$ cat config.mk
export PLATFORM = sky130hd
export DESIGN_NAME = gpfd_ram
export DESIGN_NICKNAME = d
export VERILOG_FILES = /design/src/gpfd_ram.sv
export SDC_FILE = /design/constraint.sdc
export NUM_CORES = 1
export LEC_CHECK = 0
export BUFFER_PORTS_ARGS = -buffer_cell sky130_fd_sc_hd__buf_4
export CORE_ASPECT_RATIO = 1.2
export CORE_MARGIN = 1
export CORE_UTILIZATION = 45
export CTS_CLUSTER_DIAMETER = 120
export DETAILED_ROUTE_END_ITERATION = 10
export PLACE_DENSITY_LB_ADDON = 0.08
export SLEW_MARGIN = 20
export SYNTH_ARGS = -nofsm -noshare
export SYNTH_HDL_FRONTEND = slang
export SYNTH_SLANG_ARGS = --single-unit
$ cat constraint.sdc
create_clock -name clk -period 2.25 [get_ports clk]
set_clock_uncertainty 0.1 [all_clocks]
set_input_delay 0.225 -clock clk [delete_from_list [all_inputs] [get_ports clk]]
set_output_delay 0.225 -clock clk [all_outputs]
set_load 0.02 [all_outputs]
$ cat src/gpfd_ram.sv
// Generic single-port-write, single-port-read synchronous RAM with a
// registered read. No dependencies.
`default_nettype none
module gpfd_ram #(
	parameter int WIDTH = 8,
	parameter int DEPTH = 16
) (
	input  wire logic                     clk,
	input  wire logic                     we,
	input  wire logic [$clog2(DEPTH)-1:0] waddr,
	input  wire logic [WIDTH-1:0]         wdata,
	input  wire logic                     re,
	input  wire logic [$clog2(DEPTH)-1:0] raddr,
	output      logic [WIDTH-1:0]         rdata
);

	logic [WIDTH-1:0] mem [DEPTH];

	always_ff @(posedge clk) begin
		if (we)
			mem[waddr] <= wdata;
		if (re)
			rdata <= mem[raddr];
	end

endmodule
`default_nettype wire

==> flow_metrics.tcl, run 1 <==
set metrics [dict create \
    outcome "completed" \
    topRoutingLayerUsed "met4" \
    worst_setup_path_end_kind "flip-flop" \
    layoutNonFillerInstCount 453 \
    yosys_register_bits 136 \
    worst_pin_slew_ns 0.508 \
    grt_util_all_layers_pct 18.8 \
    nets 305 \
    dpl-instance-area_sq_um 5710 \
    dr_wl_met3_microns 419 \
    slowest_delay_ns 0.50 \
    setup_viol 0 \
    crit_arrival_ns 1.64 \
    synth_top_area_cell "edfxtp_1" \
    postSynthCellCount 229 \
    critPathRequiredTime_ns 2.30 \
    grt_overflow 0 \
    final.setup.tns_ns 0 \
    wl_per_cell_microns 22.2 \
    cts.clk_slew.worst_paths_ns 0.06 \
    fin_area_sq_um 6320 \
    critPathSlowestCell "mux4_1" \
    yosys_warnings 0 \
    period_minus_slack_ns 1.58 \
    num_io_pins 27 \
    synth.top_cell.area_share_pct 78.1 \
    dr.pass1.iters 5 \
    start_kind "flip-flop" \
    grt_max_degree 33 \
    crit_chain "mux4_1 -> a22oi_1 -> nand2_1" \
    grt_pass1_wl_microns 15600 \
    grt_pass1_vias 2636 \
    port_buffers 26 \
    yosys.cell_types.count 18 \
    clk_path_buf_depth 2 \
    vias 2456 \
    drt_iter0_drc 197 \
    viasPerCell 5.42 \
    slew_headroom_pct 66.0 \
    diodes 0 \
    fp.dieArea_sq_um 12100 \
    utilization_pct 56.4 \
    path_max_fanout 1 \
    final-max-slew-violation-count 0 \
    min_path_type "input port to flip-flop" \
    cts_resized 0 \
    cts_setup_buffers 0 \
    crit_type "flip-flop to flip-flop" \
    ys_seq_area_share_pct 78.1 \
    cts_num_sinks 136 \
    area_growth_pct 20.8 \
    hpwl_microns 6450 \
    fin_crit_sh_pct 70.3 \
    crit_family "multiplexers" \
    cts_root_buf "clkbuf_16" \
    worst-path-buf-inv 0 \
    wl_met1_microns 4520 \
    synthesis.area_sq_um 5230 \
    drt_wl_total_microns 10100 \
    power_density_nw_per_um2 944 \
    leakage_nw 2.14 \
    cap_violations 0 \
    rsz0062_at_grt "false" \
    insertion_delay_ns 0.41 \
    ant_nets 0 \
    wl_met2_microns 4970 \
    gp_congestion 0.714 \
    synth_area_leaders "edfxtp_1, mux4_2, mux4_1" \
    antenna_found_initial 0 \
    drcViolationCount 0 \
    drive_above_1_share_pct 31.1 \
    ir_drop_mv 0.497 \
    placed_cells 421 \
    syn_nets 248 \
    n_fill_cell 846 \
    dieHeight_microns 120 \
    cts_tree "done" \
    start_util_pct 46.7 \
    die_w_microns 100 \
    cts_made_buffers 17 \
    htree_levels 4 \
    whs_ns 0.0191 \
    hold_viol_final 0 \
    hold_buffers 0 \
    post_synth.cell_area_avg_sq_um 22.8 \
    core_sq_um 11200 \
    fmax_mhz 632 \
    rows 42 \
]
worst reg2reg max path, cell delays in order (launching register included):
cell	delay [ns]
edfxtp_1	0.36
mux4_1	0.50
a22oi_1	0.28
nand2_1	0.09
per-layer routing:
layer / up-vias / global-route usage [%]
met5: - / 0
met4: 0 / 7.25
met3: 15 / 5.47
met2: 79 / 28.6
met1: 1263 / 25.7
li1: 1099 / -
report_power, final:
group / leakage [nW] / internal (W) / switching, W
clock network: 0.288 / 0.00183 / 0.000969
logic: 0.616 / 0.000129 / 0.000163
registers: 1.24 / 0.00286 / 0.0000139
final cells by class:
type                            count  area, sq um  area share [%]
Tap cell                          154          193            3.05
Sequential cell                   136         4080            64.7
Timing Repair Buffer               48          373            5.90
Clock inverter                     15          184            2.91
Clock buffer                       17          425            6.74
Multi-Input combinational cell     83         1060            16.7
cell families after synthesis:
kind of cell | Yosys count | synth area share (%)
compound gates | 16 | 2.30
buf+inv | 10 | 1.65
flops | 136 | 78.1
mux | 32 | 14.8
simple gates | 35 | 3.14
final timing paths:
check,slack [ns],cells past startpoint,endpoint,startpoint
setup reg to reg,0.67,3,rdata[1]$_DFFE_PP_,mem[0][1]$_DFFE_PP_
hold / removal,0.02,1,rdata[3]$_DFFE_PP_,re
setup / recovery,0.67,3,rdata[1]$_DFFE_PP_,mem[0][1]$_DFFE_PP_
hold reg to reg,0.65,3,rdata[0]$_DFFE_PP_,mem[15][0]$_DFFE_PP_
layout by cell type (no fill, tap or decap):
| master | Yosys | final |
|---|---|---|
| clkbuf_16 | 0 | 17 |
| mux4_1 | 14 | 14 |
| a22oi_1 | 16 | 16 |
| bufinv_16 | 0 | 4 |
| and2_1 | 1 | 1 |
| nor2b_1 | 1 | 1 |
| buf_4 | 1 | 47 |
| clkinv_1 | 0 | 6 |
| or3b_2 | 1 | 1 |
| nand3b_1 | 2 | 2 |
| nor3_1 | 4 | 4 |
| nand2_1 | 9 | 9 |
| mux4_2 | 18 | 18 |
| clkinvlp_4 | 0 | 2 |
| and2b_1 | 1 | 1 |
| edfxtp_1 | 136 | 136 |
| buf_12 | 0 | 1 |
| nor2_1 | 13 | 13 |
| clkinv_4 | 0 | 3 |
| nand3_1 | 1 | 1 |
| nand2b_1 | 2 | 2 |
cell usage after synthesis:
| cell type | n |
|---|---|
| buf_6 | 3 |
| mux4_2 | 18 |
| or3b_2 | 1 |
| nand3_1 | 1 |
| buf_2 | 3 |
| a22oi_1 | 16 |
| mux4_1 | 14 |
| buf_4 | 1 |
| and2_1 | 1 |
| and2b_1 | 1 |
| nand2_1 | 9 |
| edfxtp_1 | 136 |
| nand2b_1 | 2 |
| nor3_1 | 4 |
| nand3b_1 | 2 |
| nor2b_1 | 1 |
| nor2_1 | 13 |
| clkdlybuf4s25_2 | 3 |
state kept, by name, indices dropped and copies added, names as in the netlist:
register	flops
mem	128
rdata	8
metrics by stage:
stage | power (W) | worst slack [ns]
after floorplan | 0.00308 | 0.432
after global placement | 0.00321 | 0.323
after detailed placement | 0.00322 | 0.329
after CTS | 0.00601 | 0.649
after global routing | 0.00615 | 0.598
final | 0.00596 | 0.668
Note: power is estimated with default switching activity, not from simulation.
==> run 2: changes to the inputs <==
==> constraint.sdc (replaced) <==
create_clock -name clk -period 1.4 [get_ports clk]
set_clock_uncertainty 0.1 [all_clocks]
set_input_delay 0.14 -clock clk [delete_from_list [all_inputs] [get_ports clk]]
set_output_delay 0.14 -clock clk [all_outputs]
set_load 0.02 [all_outputs]
==> flow_metrics.tcl, run 2 (same netlist as run 1, synthesis figures left out) <==
set metrics [dict create \
    outcome "finished, violations left" \
    violations "setup timing" \
    start_kind "flip-flop" \
    drt_wl_total_microns 10200 \
    grt_pass1_vias 2569 \
    hold_viol_final 0 \
    clk_path_buf_depth 2 \
    cts.clk_slew.worst_paths_ns 0.05 \
    fin_total_pwr_w 0.0100 \
    setup_viol 8 \
    drt_iter0_drc 166 \
    antenna_found_initial 0 \
    final_common_cell "edfxtp_1" \
    insertion_delay_ns 0.41 \
    largest_reg_flops 128 \
    path_max_fanout 1 \
    gp_congestion 0.763 \
    rows 42 \
    worst_setup_path_end_kind "flip-flop" \
    fin_area_sq_um 6600 \
    rsz0062_at_grt "true" \
    cts_root_buf "clkbuf_16" \
    switchingPower_w 0.00188 \
    fin_crit_sh_pct 109 \
    ant_nets 0 \
    grt_max_degree 18 \
    p_int_w 0.00816 \
    cap_violations 0 \
    cts_made_buffers 17 \
    drcViolationCount 0 \
    most-common-layout-cells "edfxtp_1, buf_4, mux4_2" \
    cts_tree "done" \
    leakage_nw 2.24 \
    finalWorstSetupSlack_ns -0.130 \
    vias 2488 \
    critPathRequiredTime_ns 1.45 \
    nets 327 \
    ir_drop_mv 0.827 \
    seqPwrFrac_pct 46.0 \
    dr.pass1.iters 4 \
    cts_num_sinks 136 \
    grt_overflow 0 \
    power.share.switching_pct 18.7 \
    fmax_mhz 654 \
    slew_headroom_pct 39.7 \
    period_minus_slack_ns 1.53 \
    top_regs "mem x128, rdata x8" \
    comb_power_share_pct 5.4 \
    placed_cells 434 \
    clock_power_share_pct 48.6 \
    min_path_type "input port to flip-flop" \
    drive_above_1_share_pct 41.4 \
    diodes 0 \
    crit_type "flip-flop to flip-flop" \
    grt_pass1_wl_microns 15600 \
    cts_setup_buffers 0 \
    worst_pin_slew_ns 0.902 \
    viasPerCell 5.24 \
    dpl-instance-area_sq_um 5820 \
    hpwl_microns 6860 \
    htree_levels 4 \
    fp.dieArea_sq_um 12100 \
    core_sq_um 11200 \
    final-max-slew-violation-count 0 \
    power_density_nw_per_um2 1520 \
    num_io_pins 27 \
    grt_util_all_layers_pct 19.1 \
    start_util_pct 46.7 \
    die_w_microns 100 \
    crit_arrival_ns 1.58 \
    dieHeight_microns 120 \
    layoutNonFillerInstCount 475 \
    largest_register "mem" \
    n_fill_cell 812 \
    area_growth_pct 26.2 \
    port_buffers 26 \
    whs_ns 0.148 \
    wl_per_cell_microns 21.5 \
]
run 2: cell count changes in the layout (fill, tap and decap cells not counted), sizes merged:
cell         before  now
buf              48   61
bufinv            4    6
clkinv            9    8
clkinvlp          2    1
dlygate4sd3       0    9
run 2: final timing paths:
kind / cells after the start / slack, ns / endpoint / from
min: 3 / 0.15 / mem[0][4]$_DFFE_PP_ / waddr[0]
max: 3 / -0.13 / rdata[7]$_DFFE_PP_ / mem[3][7]$_DFFE_PP_
min reg2reg: 3 / 0.65 / rdata[3]$_DFFE_PP_ / mem[4][3]$_DFFE_PP_
max reg2reg: 3 / -0.13 / rdata[7]$_DFFE_PP_ / mem[3][7]$_DFFE_PP_
run 2: power groups by stage:
stage	registers (W)	clock network, W	logic, W
finish	0.00462	0.00488	0.000539
global route	0.00463	0.00514	0.000579
CTS	0.00462	0.00496	0.000547
detailed placement	0.00471	0	0.000510
global placement	0.00470	0	0.000506
floorplan	0.00472	0	0.000253
run 2: per-stage QoR:
step | TNS (ns) | utilization [%] | setup WS [ns]
2_1_floorplan | -3.57 | - | -0.106
3_3_place_gp | -5.84 | 52.0 | -0.369
3_5_place_dp | -5.94 | 52.0 | -0.355
4_1_cts | -0.708 | 59.0 | -0.124
5_1_grt | -1.01 | 59.0 | -0.188
6_report | -0.666 | 59.0 | -0.130
run 2: per-layer routing:
layer / up-vias / GRT usage, % / part of all wire [%]
met5: - / 0 / 0
met4: 0 / 5.71 / 0.78
met3: 7 / 5.42 / 6.2
met2: 84 / 29.2 / 49
met1: 1271 / 26.8 / 44
li1: 1126 / - / -
run 2: area by class of cell:
class                      instances  area, sq um  share of cell area [%]
sequential                       136         4080                    61.9
multi-input combinational         83         1050                    16.0
timing repair buffer              70          611                    9.25
clock buffer                      17          425                    6.45
clock inverter                    15          231                    3.51
tap                              154          193                    2.92
run 2: critical path, cell delays in order (launching register included):
cell	delay [ns]
edfxtp_1	0.36
mux4_2	0.50
a22oi_2	0.22
nand2_1	0.09
run 2: repair_timing:
action,4_1_cts,5_1_grt
cloned,0,0
gates resized for setup,8,0
endpoints found under the hold margin,136,0
endpoints found under the setup margin,8,8
hold buffers,9,0
pin swaps,3,1
